==> config.mk <==
export PLATFORM = sky130hd
export DESIGN_NAME = pressure_to_expression_mapper
export DESIGN_NICKNAME = d
export VERILOG_FILES = /design/src/sv/ptem_pkg.sv /design/src/sv/ptem_dpath.sv /design/src/sv/ptem_ctrl.sv /design/src/sv/pressure_to_expression_mapper.sv
export VERILOG_INCLUDE_DIRS = /design/src /design/src/sv
export SDC_FILE = /design/constraint.sdc
export NUM_CORES = 1
export LEC_CHECK = 0
export BUFFER_PORTS_ARGS = -buffer_cell sky130_fd_sc_hd__buf_2
export CAP_MARGIN = 10
export CORE_ASPECT_RATIO = 0.9
export CORE_UTILIZATION = 55
export DETAILED_ROUTE_END_ITERATION = 10
export PLACE_DENSITY = 0.78
export SLEW_MARGIN = 10
export SYNTH_ARGS = -nofsm -noshare
export SYNTH_HDL_FRONTEND = slang
export SYNTH_SLANG_ARGS = --single-unit
==> constraint.sdc <==
create_clock -name aclk -period 7 [get_ports aclk]
set_input_delay 0 -clock aclk [delete_from_list [all_inputs] [get_ports aclk]]
set_output_delay 0 -clock aclk [all_outputs]
set_load 0.05 [all_outputs]
==> src/sv/assert_macros.svh <==
// Assertion helpers shared by the RTL.
`ifndef ASSERT_MACROS_SVH
`define ASSERT_MACROS_SVH

`ifndef SYNTHESIS

// Property that must hold at every clock edge out of reset.
`define ASSERT_PROP(lbl, clk, rstn, prop, msg) \
    lbl: assert property (@(posedge clk) disable iff (!(rstn)) (prop)) else $error(msg);

// Condition that must never be seen out of reset.
`define ASSERT_NEVER(lbl, clk, rstn, cond, msg) \
    lbl: assert property (@(posedge clk) disable iff (!(rstn)) !(cond)) else $error(msg);

`else

`define ASSERT_PROP(lbl, clk, rstn, prop, msg)

`define ASSERT_NEVER(lbl, clk, rstn, cond, msg)

`endif

`endif

==> src/sv/ptem_pkg.sv <==
package ptem_pkg;

    // Number of tracks with a stored expression value.
    localparam int TRACK_COUNT = 8;
    localparam int TRK_IW      = (TRACK_COUNT > 1) ? $clog2(TRACK_COUNT) : 1;

    // Field widths
    localparam int TRACK_W = 3;
    localparam int PRES_W  = 16;
    localparam int CHAN_W  = 4;
    localparam int VAL_W   = 7;
    localparam int DIR_W   = 2;
    localparam int CC_W    = 7;
    localparam int CURVE_W = 2;
    localparam int PCT_W   = 7;
    localparam int BIT_W   = 3;

    // Configuration port
    localparam int CFG_AW = 3;
    localparam int CFG_DW = 16;

    localparam logic [CFG_AW-1:0] CFG_CURVE  = 3'd0;
    localparam logic [CFG_AW-1:0] CFG_MIN    = 3'd1;
    localparam logic [CFG_AW-1:0] CFG_MAX    = 3'd2;
    localparam logic [CFG_AW-1:0] CFG_SMOOTH = 3'd3;
    localparam logic [CFG_AW-1:0] CFG_EXPR   = 3'd4;
    localparam logic [CFG_AW-1:0] CFG_BREATH = 3'd5;

    localparam logic [CURVE_W-1:0] CURVE_LINEAR = 2'd0;
    localparam logic [CURVE_W-1:0] CURVE_SQUARE = 2'd1;
    localparam logic [CURVE_W-1:0] CURVE_SQRT   = 2'd2;
    localparam logic [CURVE_W-1:0] CURVE_SCURVE = 2'd3;

    localparam logic [DIR_W-1:0] DIR_NEUTRAL = 2'd0;
    localparam logic [DIR_W-1:0] DIR_PUSH    = 2'd1;
    localparam logic [DIR_W-1:0] DIR_PULL    = 2'd2;

    // Top bit of a 7-bit quotient or root, first step of both iterations.
    localparam logic [BIT_W-1:0] Q_MSB = 3'd6;

    typedef struct packed {
        logic [CURVE_W-1:0]       curve_select;
        logic signed [PRES_W-1:0] min_pressure;
        logic signed [PRES_W-1:0] max_pressure;
        logic [PCT_W-1:0]         smoothing_percent;
        logic [CC_W-1:0]          expression_controller;
        logic [CC_W-1:0]          breath_controller;
    } cfg_t;

    localparam cfg_t CFG_RESET = '{
        curve_select:          CURVE_LINEAR,
        min_pressure:          -16'sd500,
        max_pressure:          16'sd500,
        smoothing_percent:     7'd30,
        expression_controller: 7'd11,
        breath_controller:     7'd2
    };

    // Controller to datapath
    typedef struct packed {
        logic             load;
        logic             range;
        logic             prep;
        logic             div_step;
        logic             clamp;
        logic             shape1;
        logic             sqrt_step;
        logic             shape2;
        logic             mix;
        logic             scale;
        logic             finish;
        logic [BIT_W-1:0] bit_idx;
    } dp_cmd_t;

    // Datapath to controller
    typedef struct packed {
        logic is_sqrt;
    } dp_stat_t;

endpackage

==> src/sv/ptem_dpath.sv <==
module ptem_dpath (
    input  logic                               aclk,
    input  logic                               aresetn,
    input  ptem_pkg::cfg_t                     cfg,
    input  ptem_pkg::dp_cmd_t                  cmd,
    output ptem_pkg::dp_stat_t                 stat,
    input  logic [ptem_pkg::TRACK_W-1:0]       s_track,
    input  logic signed [ptem_pkg::PRES_W-1:0] s_pressure,
    input  logic [ptem_pkg::CHAN_W-1:0]        s_channel,
    output logic [ptem_pkg::TRACK_W-1:0]       m_out_track,
    output logic [ptem_pkg::CHAN_W-1:0]        m_out_channel,
    output logic [ptem_pkg::VAL_W-1:0]         m_expression_value,
    output logic [ptem_pkg::DIR_W-1:0]         m_direction,
    output logic                               m_send,
    output logic [ptem_pkg::CC_W-1:0]          m_expression_number,
    output logic [ptem_pkg::CC_W-1:0]          m_breath_number
);
    import ptem_pkg::*;

    // Three-segment S curve on 0..127.
    function automatic logic [VAL_W-1:0] s_curve(input logic [VAL_W-1:0] x);
        logic [7:0] mid;
        logic [7:0] res;
        mid = ({1'b0, x} - 8'd32) * 8'd3;
        if (x < 7'd32) begin
            res = {2'b00, x[6:1]};
        end else if (x < 7'd96) begin
            res = 8'd16 + {1'b0, mid[7:1]};
        end else begin
            res = 8'd112 + {3'b000, 5'(x - 7'd96) >> 1};
        end
        return res[VAL_W-1:0];
    endfunction

    // Item fields
    logic [TRACK_W-1:0]       trk_reg, trk_next;
    logic [CHAN_W-1:0]        chan_reg, chan_next;
    logic signed [PRES_W-1:0] p_reg, p_next;
    logic [DIR_W-1:0]         dir_reg, dir_next;

    // Scaling and division
    logic signed [23:0] num_reg, num_next;
    logic signed [16:0] den_reg, den_next;
    logic [22:0]        rem_reg, rem_next;
    logic [15:0]        dmag_reg, dmag_next;
    logic [VAL_W-1:0]   quot_reg, quot_next;
    logic               zero_reg, zero_next;
    logic               ovf_reg, ovf_next;

    // Curve and smoothing
    logic [VAL_W-1:0] x_reg, x_next;
    logic [13:0]      prod_reg, prod_next;
    logic [13:0]      n_reg, n_next;
    logic [VAL_W-1:0] root_reg, root_next;
    logic [VAL_W-1:0] y_reg, y_next;
    logic [13:0]      sum_reg, sum_next;
    logic [VAL_W-1:0] qe_reg, qe_next;

    logic [VAL_W-1:0] cur_reg [TRACK_COUNT];

    // Result register
    logic [TRACK_W-1:0] o_trk_reg;
    logic [CHAN_W-1:0]  o_chan_reg;
    logic [VAL_W-1:0]   o_val_reg;
    logic [DIR_W-1:0]   o_dir_reg;
    logic               o_send_reg;
    logic [CC_W-1:0]    o_expr_reg;
    logic [CC_W-1:0]    o_breath_reg;

    logic signed [16:0] diff;
    logic signed [16:0] range_raw;
    logic signed [23:0] diff_x;
    logic signed [23:0] num_abs;
    logic signed [16:0] den_abs;
    logic [22:0]        nmag;
    logic [15:0]        dmag;
    logic [22:0]        den_sh;
    logic [VAL_W-1:0]   trial;
    logic [13:0]        trial_sq;
    logic [VAL_W-1:0]   sq_qe;
    logic [13:0]        sq_rem;
    logic [VAL_W-1:0]   sq_y;
    logic [PCT_W-1:0]   s_eff;
    logic [PCT_W-1:0]   wt;
    logic               track_ok;
    logic [TRK_IW-1:0]  idx;
    logic [VAL_W-1:0]   old_val;
    logic [21:0]        scaled;
    logic [13:0]        r100;
    logic [VAL_W-1:0]   dv;
    logic [VAL_W-1:0]   value;
    logic               send;

    assign stat.is_sqrt = (cfg.curve_select == CURVE_SQRT);

    assign track_ok = (32'(trk_reg) < TRACK_COUNT);
    assign idx      = TRK_IW'(trk_reg);
    assign old_val  = track_ok ? cur_reg[idx] : '0;
    assign s_eff    = (cfg.smoothing_percent > 7'd100) ? 7'd100 : cfg.smoothing_percent;
    assign wt       = 7'd100 - s_eff;

    always_comb begin
        diff      = $signed({p_reg[PRES_W-1], p_reg})
                  - $signed({cfg.min_pressure[PRES_W-1], cfg.min_pressure});
        range_raw = $signed({cfg.max_pressure[PRES_W-1], cfg.max_pressure})
                  - $signed({cfg.min_pressure[PRES_W-1], cfg.min_pressure});
        diff_x    = $signed({{7{diff[16]}}, diff});

        num_abs = num_reg[23] ? -num_reg : num_reg;
        den_abs = den_reg[16] ? -den_reg : den_reg;
        nmag    = num_abs[22:0];
        dmag    = den_abs[15:0];

        den_sh   = {7'd0, dmag_reg} << cmd.bit_idx;
        trial    = root_reg | (7'd1 << cmd.bit_idx);
        trial_sq = {7'd0, trial} * {7'd0, trial};

        // x*x/127: the shift estimate is low by at most one
        sq_qe  = prod_reg[13:7];
        sq_rem = prod_reg - ({sq_qe, 7'd0} - {7'd0, sq_qe});
        sq_y   = sq_qe + 7'(sq_rem >= 14'd127);

        // sum/100 via 163/2^14, low by at most one
        scaled = {8'd0, sum_reg} * 22'd163;
        r100   = sum_reg - {7'd0, qe_reg} * 14'd100;
        dv     = qe_reg + 7'(r100 >= 14'd100);

        value = (s_eff == '0) ? y_reg : dv;
        if (!track_ok) begin
            value = '0;
        end
        send = track_ok && (value != old_val);
    end

    always_comb begin
        trk_next  = trk_reg;
        chan_next = chan_reg;
        p_next    = p_reg;
        dir_next  = dir_reg;
        num_next  = num_reg;
        den_next  = den_reg;
        rem_next  = rem_reg;
        dmag_next = dmag_reg;
        quot_next = quot_reg;
        zero_next = zero_reg;
        ovf_next  = ovf_reg;
        x_next    = x_reg;
        prod_next = prod_reg;
        n_next    = n_reg;
        root_next = root_reg;
        y_next    = y_reg;
        sum_next  = sum_reg;
        qe_next   = qe_reg;

        if (cmd.load) begin
            trk_next  = s_track;
            chan_next = s_channel;
            p_next    = s_pressure;
            if (s_pressure > 16'sd10) begin
                dir_next = DIR_PUSH;
            end else if (s_pressure < -16'sd10) begin
                dir_next = DIR_PULL;
            end else begin
                dir_next = DIR_NEUTRAL;
            end
        end
        if (cmd.range) begin
            num_next = (diff_x <<< 7) - diff_x;
            den_next = (range_raw == 17'sd0) ? 17'sd1 : range_raw;
        end
        if (cmd.prep) begin
            rem_next  = nmag;
            dmag_next = dmag;
            quot_next = '0;
            // opposite signs give a quotient at or below zero
            zero_next = num_reg[23] ^ den_reg[16];
            ovf_next  = (nmag >= {dmag, 7'd0});
        end
        if (cmd.div_step && (rem_reg >= den_sh)) begin
            rem_next           = rem_reg - den_sh;
            quot_next[cmd.bit_idx] = 1'b1;
        end
        if (cmd.clamp) begin
            x_next = zero_reg ? '0 : (ovf_reg ? 7'd127 : quot_reg);
        end
        if (cmd.shape1) begin
            prod_next = {7'd0, x_reg} * {7'd0, x_reg};
            n_next    = {x_reg, 7'd0} - {7'd0, x_reg};
            root_next = '0;
        end
        if (cmd.sqrt_step && (trial_sq <= n_reg)) begin
            root_next = trial;
        end
        if (cmd.shape2) begin
            case (cfg.curve_select)
                CURVE_SQUARE: y_next = sq_y;
                CURVE_SQRT:   y_next = root_reg;
                CURVE_SCURVE: y_next = s_curve(x_reg);
                default:      y_next = x_reg;
            endcase
        end
        if (cmd.mix) begin
            sum_next = {7'd0, old_val} * {7'd0, s_eff} + {7'd0, y_reg} * {7'd0, wt};
        end
        if (cmd.scale) begin
            qe_next = scaled[20:14];
        end
    end

    always_ff @(posedge aclk) begin
        trk_reg  <= trk_next;
        chan_reg <= chan_next;
        p_reg    <= p_next;
        dir_reg  <= dir_next;
        num_reg  <= num_next;
        den_reg  <= den_next;
        rem_reg  <= rem_next;
        dmag_reg <= dmag_next;
        quot_reg <= quot_next;
        zero_reg <= zero_next;
        ovf_reg  <= ovf_next;
        x_reg    <= x_next;
        prod_reg <= prod_next;
        n_reg    <= n_next;
        root_reg <= root_next;
        y_reg    <= y_next;
        sum_reg  <= sum_next;
        qe_reg   <= qe_next;
        if (cmd.finish) begin
            o_trk_reg    <= trk_reg;
            o_chan_reg   <= chan_reg;
            o_val_reg    <= value;
            o_dir_reg    <= dir_reg;
            o_send_reg   <= send;
            o_expr_reg   <= cfg.expression_controller;
            o_breath_reg <= cfg.breath_controller;
        end
    end

    always_ff @(posedge aclk) begin
        if (!aresetn) begin
            for (int i = 0; i < TRACK_COUNT; i++) begin
                cur_reg[i] <= '0;
            end
        end else if (cmd.finish && send) begin
            cur_reg[idx] <= value;
        end
    end

    assign m_out_track         = o_trk_reg;
    assign m_out_channel       = o_chan_reg;
    assign m_expression_value  = o_val_reg;
    assign m_direction         = o_dir_reg;
    assign m_send              = o_send_reg;
    assign m_expression_number = o_expr_reg;
    assign m_breath_number     = o_breath_reg;

endmodule

==> src/sv/ptem_ctrl.sv <==
`include "assert_macros.svh"

module ptem_ctrl (
    input  logic                aclk,
    input  logic                aresetn,
    input  logic                s_valid,
    output logic                s_ready,
    output logic                m_valid,
    input  logic                m_ready,
    input  ptem_pkg::dp_stat_t  stat,
    output ptem_pkg::dp_cmd_t   cmd
);
    import ptem_pkg::*;

    localparam logic [3:0] ST_IDLE   = 4'd0;
    localparam logic [3:0] ST_RANGE  = 4'd1;
    localparam logic [3:0] ST_PREP   = 4'd2;
    localparam logic [3:0] ST_DIV    = 4'd3;
    localparam logic [3:0] ST_CLAMP  = 4'd4;
    localparam logic [3:0] ST_SHAPE1 = 4'd5;
    localparam logic [3:0] ST_SQRT   = 4'd6;
    localparam logic [3:0] ST_SHAPE2 = 4'd7;
    localparam logic [3:0] ST_MIX    = 4'd8;
    localparam logic [3:0] ST_SCALE  = 4'd9;
    localparam logic [3:0] ST_DONE   = 4'd10;

    logic [3:0]       state_reg, state_next;
    logic [BIT_W-1:0] bit_reg, bit_next;
    logic             m_valid_reg, m_valid_next;
    logic             out_free;

    assign out_free = !m_valid_reg || m_ready;
    assign s_ready  = (state_reg == ST_IDLE);
    assign m_valid  = m_valid_reg;

    always_comb begin
        state_next  = state_reg;
        bit_next    = bit_reg;
        cmd         = '0;
        cmd.bit_idx = bit_reg;

        unique case (state_reg)
            ST_IDLE: begin
                if (s_valid) begin
                    cmd.load   = 1'b1;
                    state_next = ST_RANGE;
                end
            end
            ST_RANGE: begin
                cmd.range  = 1'b1;
                state_next = ST_PREP;
            end
            ST_PREP: begin
                cmd.prep   = 1'b1;
                bit_next   = Q_MSB;
                state_next = ST_DIV;
            end
            ST_DIV: begin
                cmd.div_step = 1'b1;
                bit_next     = bit_reg - 3'd1;
                if (bit_reg == '0) begin
                    state_next = ST_CLAMP;
                end
            end
            ST_CLAMP: begin
                cmd.clamp  = 1'b1;
                state_next = ST_SHAPE1;
            end
            ST_SHAPE1: begin
                cmd.shape1 = 1'b1;
                if (stat.is_sqrt) begin
                    bit_next   = Q_MSB;
                    state_next = ST_SQRT;
                end else begin
                    state_next = ST_SHAPE2;
                end
            end
            ST_SQRT: begin
                cmd.sqrt_step = 1'b1;
                bit_next      = bit_reg - 3'd1;
                if (bit_reg == '0) begin
                    state_next = ST_SHAPE2;
                end
            end
            ST_SHAPE2: begin
                cmd.shape2 = 1'b1;
                state_next = ST_MIX;
            end
            ST_MIX: begin
                cmd.mix    = 1'b1;
                state_next = ST_SCALE;
            end
            ST_SCALE: begin
                cmd.scale  = 1'b1;
                state_next = ST_DONE;
            end
            ST_DONE: begin
                // wait here only while the previous item is still unread
                if (out_free) begin
                    cmd.finish = 1'b1;
                    state_next = ST_IDLE;
                end
            end
            default: begin
                state_next = ST_IDLE;
            end
        endcase

        m_valid_next = cmd.finish ? 1'b1 : (m_ready ? 1'b0 : m_valid_reg);
    end

    always_ff @(posedge aclk) begin
        if (!aresetn) begin
            state_reg   <= ST_IDLE;
            bit_reg     <= '0;
            m_valid_reg <= 1'b0;
        end else begin
            state_reg   <= state_next;
            bit_reg     <= bit_next;
            m_valid_reg <= m_valid_next;
        end
    end

    `ASSERT_PROP(a_finish_room, aclk, aresetn, cmd.finish |-> (!m_valid_reg || m_ready), "result overwritten before taken")
    `ASSERT_PROP(a_accept_start, aclk, aresetn, (s_valid && s_ready) |=> (state_reg == ST_RANGE), "accepted item did not start")
    `ASSERT_PROP(a_valid_src, aclk, aresetn, $rose(m_valid_reg) |-> $past(cmd.finish), "result valid without finish")
    `ASSERT_NEVER(a_bit_range, aclk, aresetn, (state_reg == ST_DIV || state_reg == ST_SQRT) && (bit_reg > Q_MSB), "step index out of range")

endmodule

==> src/sv/pressure_to_expression_mapper.sv <==
// Maps a signed pressure sample of one track to a 0..127 MIDI expression
// value: linear scaling between min_pressure and max_pressure (truncating
// signed division, clamped), one of four curves, then a percent moving
// average against the track's stored value. One item is in work at a time.
// The scaling uses a shift-subtract division of 7 quotient steps, and the
// square root curve adds a bit-by-bit root of 7 more steps; each other
// step of the controller is a single state. A finished item sits in the
// output register, so the next item is accepted while it waits to be
// taken; that next item then holds in its last step until the output
// register is free. Configuration writes are meant for idle periods only.
module pressure_to_expression_mapper (
    input  logic                               aclk,
    input  logic                               aresetn,
    input  logic                               cfg_we,
    input  logic [ptem_pkg::CFG_AW-1:0]        cfg_addr,
    input  logic [ptem_pkg::CFG_DW-1:0]        cfg_wdata,
    input  logic                               s_valid,
    output logic                               s_ready,
    input  logic [ptem_pkg::TRACK_W-1:0]       s_track,
    input  logic signed [ptem_pkg::PRES_W-1:0] s_pressure,
    input  logic [ptem_pkg::CHAN_W-1:0]        s_channel,
    output logic                               m_valid,
    input  logic                               m_ready,
    output logic [ptem_pkg::TRACK_W-1:0]       m_out_track,
    output logic [ptem_pkg::CHAN_W-1:0]        m_out_channel,
    output logic [ptem_pkg::VAL_W-1:0]         m_expression_value,
    output logic [ptem_pkg::DIR_W-1:0]         m_direction,
    output logic                               m_send,
    output logic [ptem_pkg::CC_W-1:0]          m_expression_number,
    output logic [ptem_pkg::CC_W-1:0]          m_breath_number
);
    import ptem_pkg::*;

    cfg_t     cfg_reg, cfg_next;
    dp_cmd_t  cmd;
    dp_stat_t stat;

    always_comb begin
        cfg_next = cfg_reg;
        if (cfg_we) begin
            unique case (cfg_addr)
                CFG_CURVE:  cfg_next.curve_select          = cfg_wdata[CURVE_W-1:0];
                CFG_MIN:    cfg_next.min_pressure          = $signed(cfg_wdata);
                CFG_MAX:    cfg_next.max_pressure          = $signed(cfg_wdata);
                CFG_SMOOTH: cfg_next.smoothing_percent     = cfg_wdata[PCT_W-1:0];
                CFG_EXPR:   cfg_next.expression_controller = cfg_wdata[CC_W-1:0];
                CFG_BREATH: cfg_next.breath_controller     = cfg_wdata[CC_W-1:0];
                default:    cfg_next = cfg_reg;
            endcase
        end
    end

    always_ff @(posedge aclk) begin
        if (!aresetn) begin
            cfg_reg <= CFG_RESET;
        end else begin
            cfg_reg <= cfg_next;
        end
    end

    ptem_ctrl u_ctrl (
        .aclk    (aclk),
        .aresetn (aresetn),
        .s_valid (s_valid),
        .s_ready (s_ready),
        .m_valid (m_valid),
        .m_ready (m_ready),
        .stat    (stat),
        .cmd     (cmd)
    );

    ptem_dpath u_dpath (
        .aclk                (aclk),
        .aresetn             (aresetn),
        .cfg                 (cfg_reg),
        .cmd                 (cmd),
        .stat                (stat),
        .s_track             (s_track),
        .s_pressure          (s_pressure),
        .s_channel           (s_channel),
        .m_out_track         (m_out_track),
        .m_out_channel       (m_out_channel),
        .m_expression_value  (m_expression_value),
        .m_direction         (m_direction),
        .m_send              (m_send),
        .m_expression_number (m_expression_number),
        .m_breath_number     (m_breath_number)
    );

endmodule
==> results_dict.tcl, run 1 <==
set metrics [dict create \
    status "complete, no violations" \
    wl_per_cell_um 18.5 \
    clockPowerShare 0.194 \
    ir_worst_vdd_uv 379 \
    ys_seq_elements 335 \
    path_clk_slew_ns 0.07 \
    rr_worst_depth 28 \
    hold_violations 0 \
    syn_nets 3352 \
    largest_reg_flops 56 \
    synth.largest_area_cell "edfxtp_1" \
    netSwitchingFraction 0.402 \
    grt_util_met1 0.354 \
    htree_num_levels 2 \
    grt_max_degree 79 \
    rr_endpoint "u_dpath.cur_reg[0][6]" \
    power_frac_seq 0.266 \
    tightest_slew_ns 1.14 \
    cts_sinks 335 \
    required_ns 7.26 \
    p_per_area_nw_per_um2 330 \
    synth_edf_count 262 \
    syn_to_final_growth_pct 10.7 \
    num_io_pins 80 \
    multi_input_area_um2 17200 \
    setup_viol 0 \
    ys.flop_type "edfxtp_1" \
    synth_seq_area_share 0.333 \
    post_drt_via_cell_ratio 5.87 \
    start_util 0.557 \
    clock_skew_ns 0.0516 \
    p_leak_nw 13.7 \
    dp.final_hpwl_um 51600 \
    die_x_um 240 \
    maxSlewViolCount 0 \
    layout.cells.non_filler 3665 \
    wirelength_um 67900 \
    yosys.area.top_type_share 0.281 \
    cpMostUsedCell "ha_1" \
    drtIter0Drc 1750 \
    met2_usage 0.446 \
    syn-cell-area_um2 28000 \
    fill_cells 4044 \
    cts_tree "yes" \
    layout_common_cells "356 x ha_1, 335 x inv_1, 262 x edfxtp_1" \
    synth_area_leaders "edfxtp_1 28%, ha_1 16%, fa_1 8.5%, dfxtp_1 5.2%, inv_1 4.5%" \
    cp-endpoint "u_dpath.cur_reg[0][6]" \
    holdCritPathClass "in2reg" \
    r2r_start "u_dpath.qe_reg[2]" \
    avgSynthCellArea_um2 9.91 \
    grt_remaining_overflow 0 \
    p_int_mw 6.12 \
    setup_tns_ns 0 \
    max_cap_viol_count 0 \
    drt_pre_antenna_iters 5 \
    yosys_warnings 0 \
    critPathLaunchType "flop" \
    cts-root-buf "clkbuf_16" \
    critical_path.max_stage_delay_ns 0.45 \
    io_buffers 79 \
    critical_path_class "reg2reg" \
    design.core.area_um2 50400 \
    ys_types 96 \
    utilization 0.616 \
    grt-busiest-layer "met2" \
    clock_latency_ns 0.58 \
    clk_path_buf_depth 3 \
    drive_above_1_share 0.0942 \
    drc_errors 0 \
    netlist_instances 2829 \
    place.gp.congestion 0.924 \
    worstSetupEndpointType "flop" \
    ys_async_sr_fraction 0 \
    layout.nets 3479 \
    cp_max_fo 8 \
    p_comb_frac 0.540 \
    slew_headroom 0.240 \
    cts_buffers 37 \
    worstPathArrival_ns 6.98 \
    dp.cells 3548 \
    finalCritPeriodShare 0.960 \
    num_rows 78 \
    critical_path.startpoint "u_dpath.qe_reg[2]" \
    grt_pass1_wl_um 110000 \
    grt_pass1_vias 21463 \
    antenna_found_initial 3 \
    die_h_um 216 \
    die-area_um2 51900 \
    mostFrequentLayoutCell "ha_1" \
    clock.fmax_mhz 149 \
    cp_slowest_cell "fa_1" \
    met3_usage 0.0353 \
    reg2reg_slack_ns 0.28 \
    grt_use_total 0.265 \
    period_needed_ns 6.72 \
    antenna_left 0 \
    register_area_um2 9330 \
    via_count 21523 \
    switchingPower_mw 4.12 \
]
cell type report:
| class | instances | area share |
|---|---|---|
| multi-input cells | 2077 | 0.554 |
| flip-flops and latches | 335 | 0.301 |
| inverters | 344 | 0.0416 |
| repair buffers | 161 | 0.0362 |
| clock buffers | 46 | 0.0323 |
| well taps | 680 | 0.0274 |
| clock inverters | 21 | 0.00782 |
| diodes | 1 | 0.0000806 |
logic make-up after synthesis:
kind of cell	count (synthesis)	share of synthesized area
AND/OR/NAND/NOR	858	0.150
AO/OA/AOI/OAI	483	0.118
adder cells (fa/ha/maj)	476	0.244
buffers and inverters	417	0.0565
flip-flops	335	0.333
XOR/XNOR	182	0.0569
multiplexers	78	0.0417
worst max-delay path: cells and delay by family, from the launching register on:
kind                       cells  cell delay [ns]
and+or+nand+nor                6             1.34
buffers and inverters          3             0.23
xor gates and xnor gates       1             0.15
DFF                            1             0.44
AOI/OAI and AO/OA             11             2.08
adders and majority gates      7             2.20
through the flow:
step | setup slack (ns) | hold slack (ns) | area [µm²] | power [mW]
6_report | 0.279 | 0.0932 | 31000 | 10.2
5_1_grt | -0.0296 | 0.132 | 31000 | 11.1
3_3_place_gp | 0.401 | 0.178 | 29200 | 7.91
2_1_floorplan | 0.190 | 0.0989 | 28000 | 6.94
4_1_cts | 0.0878 | 0.0525 | 30900 | 10.2
3_5_place_dp | 0.112 | 0.178 | 29200 | 8.17
worst min path at each step:
stage	from	endpoint	slack, ns	cells after the start
2_1_floorplan	s_channel[0]	u_dpath.chan_reg[0]	0.1	0
3_3_place_gp	s_channel[3]	u_dpath.chan_reg[3]	0.18	1
3_5_place_dp	s_channel[1]	u_dpath.chan_reg[1]	0.18	1
4_1_cts	aresetn	cfg_reg[1]	0.05	3
5_1_grt	aresetn	cfg_reg[8]	0.13	3
6_report	aresetn	cfg_reg[1]	0.09	3
power by group through the flow:
stage | registers (mW) | logic (mW) | clock network, mW
6_report | 2.73 | 5.53 | 1.98
4_1_cts | 2.72 | 5.51 | 2.00
3_3_place_gp | 2.75 | 5.16 | 0
3_5_place_dp | 2.76 | 5.41 | 0
5_1_grt | 2.75 | 6.26 | 2.08
2_1_floorplan | 2.68 | 4.26 | 0
synthesized netlist by cell type (all sizes together) (6+ instances only):
cell	number
fa	119
buf	13
ha	357
inv	339
o21a	29
or3	15
xor2	51
nand2	250
nand4	18
o31a	9
a21o	36
o21bai	12
nand2b	34
o21ai	92
o31ai	18
a21boi	37
mux2i	39
o211ai	21
or2	19
nor3b	7
nor3	72
dfxtp	73
nand3	63
and3	19
and2	51
nor2	217
clkbuf	60
xnor2	131
a21oi	113
mux4	28
nor2b	50
nor4	14
a211o	10
mux2	11
a31oi	13
a211oi	19
nand4b	7
a41oi	6
o41ai	7
edfxtp	262
metal layers:
layer | share of wire | vias to the layer above
li1 | - | 10192
met1 | 0.42 | 10404
met2 | 0.48 | 791
met3 | 0.071 | 132
met4 | 0.025 | 4
met5 | 0.00034 | -
repair_timing:
action / in CTS / in global routing
resized for setup: 0 / 20
buffers inserted: 0 / 4
endpoints found under the hold margin: 85 / 0
setup endpoints to repair: 0 / 120
hold buffers: 45 / 0
No activity file was read; power rests on OpenSTA's default activity.
==> inputs of run 2 (changes only) <==
- SYNTH_HIERARCHICAL: not set -> 1
==> run 2 against run 1 <==
Net effect: sequential power grew 19%; non-clock buffer count is 6 higher; critical path depth fell by 6; sequential share of layout area fell by 0.24 points; final area rose by 0.80%; highest routed layer is now met4; setup slack better by 0.045 ns; critical endpoint is now u_dpath/sum_reg[13]; fmax is 0.67% higher; core utilization up 0.37 points.
==> results_dict.tcl, run 2 <==
set metrics [dict create \
    wl_per_cell_um 17.7 \
    syn-cell-area_um2 28100 \
    syn_to_final_growth_pct 11.2 \
    grt_use_total 0.249 \
    drc_errors 0 \
    maxSlewViolCount 0 \
    yosys.area.top_type_share 0.280 \
    worstPathArrival_ns 6.99 \
    worstSetupEndpointType "flop" \
    rr_worst_depth 22 \
    synth_top_cells_by_count "353 x ha_1, 335 x inv_1, 262 x edfxtp_1, 238 x nor2_1, 185 x nand2_1" \
    dp.final_hpwl_um 49300 \
    finalCritPeriodShare 0.954 \
    yosysMostFrequentCell "ha_1" \
    synth_seq_area_share 0.332 \
    synth_area_leaders "edfxtp_1 28%, ha_1 16%, fa_1 8.5%, dfxtp_1 5.2%, inv_1 4.5%" \
    die_h_um 217 \
    dp.cells 3507 \
    clk_path_buf_depth 3 \
    drt_pre_antenna_iters 5 \
    die-area_um2 52100 \
    critPathLaunchType "flop" \
    critical_path.startpoint "cfg_reg[14]" \
    path_depth 22 \
    critical_path.top_delay_family "adder cells" \
    worst-path-buf-inv 3 \
    required_ns 7.31 \
    ys_seq_elements 335 \
    fin_hold_ws_ns 0.0523 \
    netlist_instances 2771 \
    slew_headroom 0.267 \
    via_count 20701 \
    design.core.area_um2 50500 \
    start_util 0.558 \
    register_area_um2 9330 \
    mostFrequentLayoutCell "ha_1" \
    holdCritPathClass "in2reg" \
    cp_slowest_cell "fa_1" \
    multi_input_area_um2 17300 \
    cts_sinks 335 \
    cpMostUsedCell "fa_1" \
    clock_latency_ns 0.59 \
    wirelength_um 64400 \
    grt_max_degree 108 \
    cts_buffers 38 \
    drive_above_1_share 0.104 \
    pre_cts_slack_ns 0.177 \
    path_clk_slew_ns 0.06 \
    syn_nets 3291 \
    layout.cells.non_filler 3627 \
    drtIter0Drc 1405 \
    min_path_cells 3 \
    status "complete, no violations" \
    tightest_slew_ns 1.10 \
    synth_edf_count 262 \
    hold_violations 0 \
    antenna_found_initial 2 \
    yosys_warnings 6 \
    ys_types 103 \
    clock_skew_ns 0.0394 \
    rsz0062_at_grt "true" \
    grt_remaining_overflow 0 \
    ys.flop_type "edfxtp_1" \
    layout.nets 3435 \
    rr_endpoint "u_dpath/sum_reg[13]" \
    clock.fmax_mhz 150 \
    synth.largest_area_cell "edfxtp_1" \
    place.gp.congestion 0.920 \
    setup_ws_ns 0.323 \
    die_x_um 240 \
    power_mw 14.7 \
    setup_tns_ns 0 \
    grt_pass1_vias 21151 \
    setup_viol 0 \
    largest_reg_flops 56 \
    reg2reg_slack_ns 0.32 \
    p_leak_nw 13.8 \
    critical_path.max_stage_delay_ns 0.54 \
    avgSynthCellArea_um2 10.2 \
    num_io_pins 80 \
    antenna_left 0 \
    cts-root-buf "clkbuf_16" \
    io_buffers 79 \
    r2r_start "cfg_reg[14]" \
    ir_worst_vdd_uv 703 \
    cts_tree "yes" \
    period_needed_ns 6.68 \
    num_rows 78 \
    cp_max_fo 7 \
    post_drt_via_cell_ratio 5.71 \
    max_cap_viol_count 0 \
    critical_path_class "reg2reg" \
    p_per_area_nw_per_um2 470 \
    ys_async_sr_fraction 0 \
    grt_pass1_wl_um 104000 \
    layout_common_cells "353 x ha_1, 335 x inv_1, 262 x edfxtp_1" \
    htree_num_levels 2 \
    fill_cells 3936 \
    cp-endpoint "u_dpath/sum_reg[13]" \
    path_cells "o21ai_1 -> a21oi_1 -> nor2b_1 -> clkinv_1 -> ha_1 -> buf_4 -> o21ai_0 -> xnor2_2 -> nand2_1 -> fa_1 -> fa_1 -> fa_1 -> inv_1 -> fa_1 -> fa_1 -> fa_1 -> ha_1 -> or2_2 -> o22ai_1 -> o21ai_0 -> o41ai_2 -> xnor2_1" \
]
==> run 2: per-layer routing <==
metal  GRT usage  share of wire  up-vias  routed length (µm)
li1            -              -     9949                   -
met1       0.326           0.43     9982               27900
met2       0.421           0.48      645               30800
met3      0.0311          0.056      125                3630
met4      0.0902          0.032        0                2070
met5           0              0        -                   0
==> run 2: layout make-up <==
class	count	share of cell area
tap	680	0.0272
clock inverter	24	0.0106
clock buffer	46	0.0320
inverter	342	0.0410
multi-input combinational	2031	0.553
antenna	2	0.000160
sequential	335	0.298
timing repair buffer	167	0.0376
==> run 2: cell families after synthesis <==
group           share of synthesized area
simple gates                        0.140
fa+ha+maj                           0.242
flops                               0.332
xor+xnor                           0.0604
mux                                0.0681
buf+inv                            0.0575
compound gates                     0.0997
==> run 2: metrics by stage <==
step                area [µm²]  utilization
floorplan                28100            -
global placement         29400        0.582
detailed placement       29400        0.582
CTS                      31200        0.618
global route             31300        0.620
finish                   31300        0.620
==> run 2: worst min-delay path by stage <==
stage / endpoint / from
after global routing: u_ctrl/m_valid / m_ready
after global placement: u_dpath/chan_reg[3] / s_channel[3]
after detailed placement: u_dpath/chan_reg[0] / s_channel[0]
final: u_ctrl/m_valid / m_ready
after CTS: u_ctrl/m_valid / m_ready
after floorplan: u_dpath/chan_reg[0] / s_channel[0]
==> run 2: worst register-to-register path, delay by kind of cell (launching register included) <==
kind / cells / cell delay [ns]
XOR/XNOR: 2 / 0.32
flip-flops: 1 / 0.32
AO/OA/AOI/OAI: 6 / 1.33
AND/OR/NAND/NOR: 3 / 0.62
adder cells (fa/ha/maj): 8 / 3.48
buffers and inverters: 3 / 0.34
==> run 2: power breakdown <==
group / internal [mW] / leakage [nW] / switching, mW / total (mW)
registers: 2.93 / 3.07 / 0.312 / 3.24
clock network: 1.23 / 0.644 / 0.866 / 2.10
logic: 4.11 / 10.1 / 5.25 / 9.36
total: 8.27 / 13.8 / 6.42 / 14.7
==> run 2: timing repair <==
item / 4_1_cts / 5_1_grt
buffers inserted: 0 / 0
hold buffers: 48 / 0
setup endpoints to repair: 0 / 47
resized for setup: 0 / 18
endpoints found under the hold margin: 85 / 0
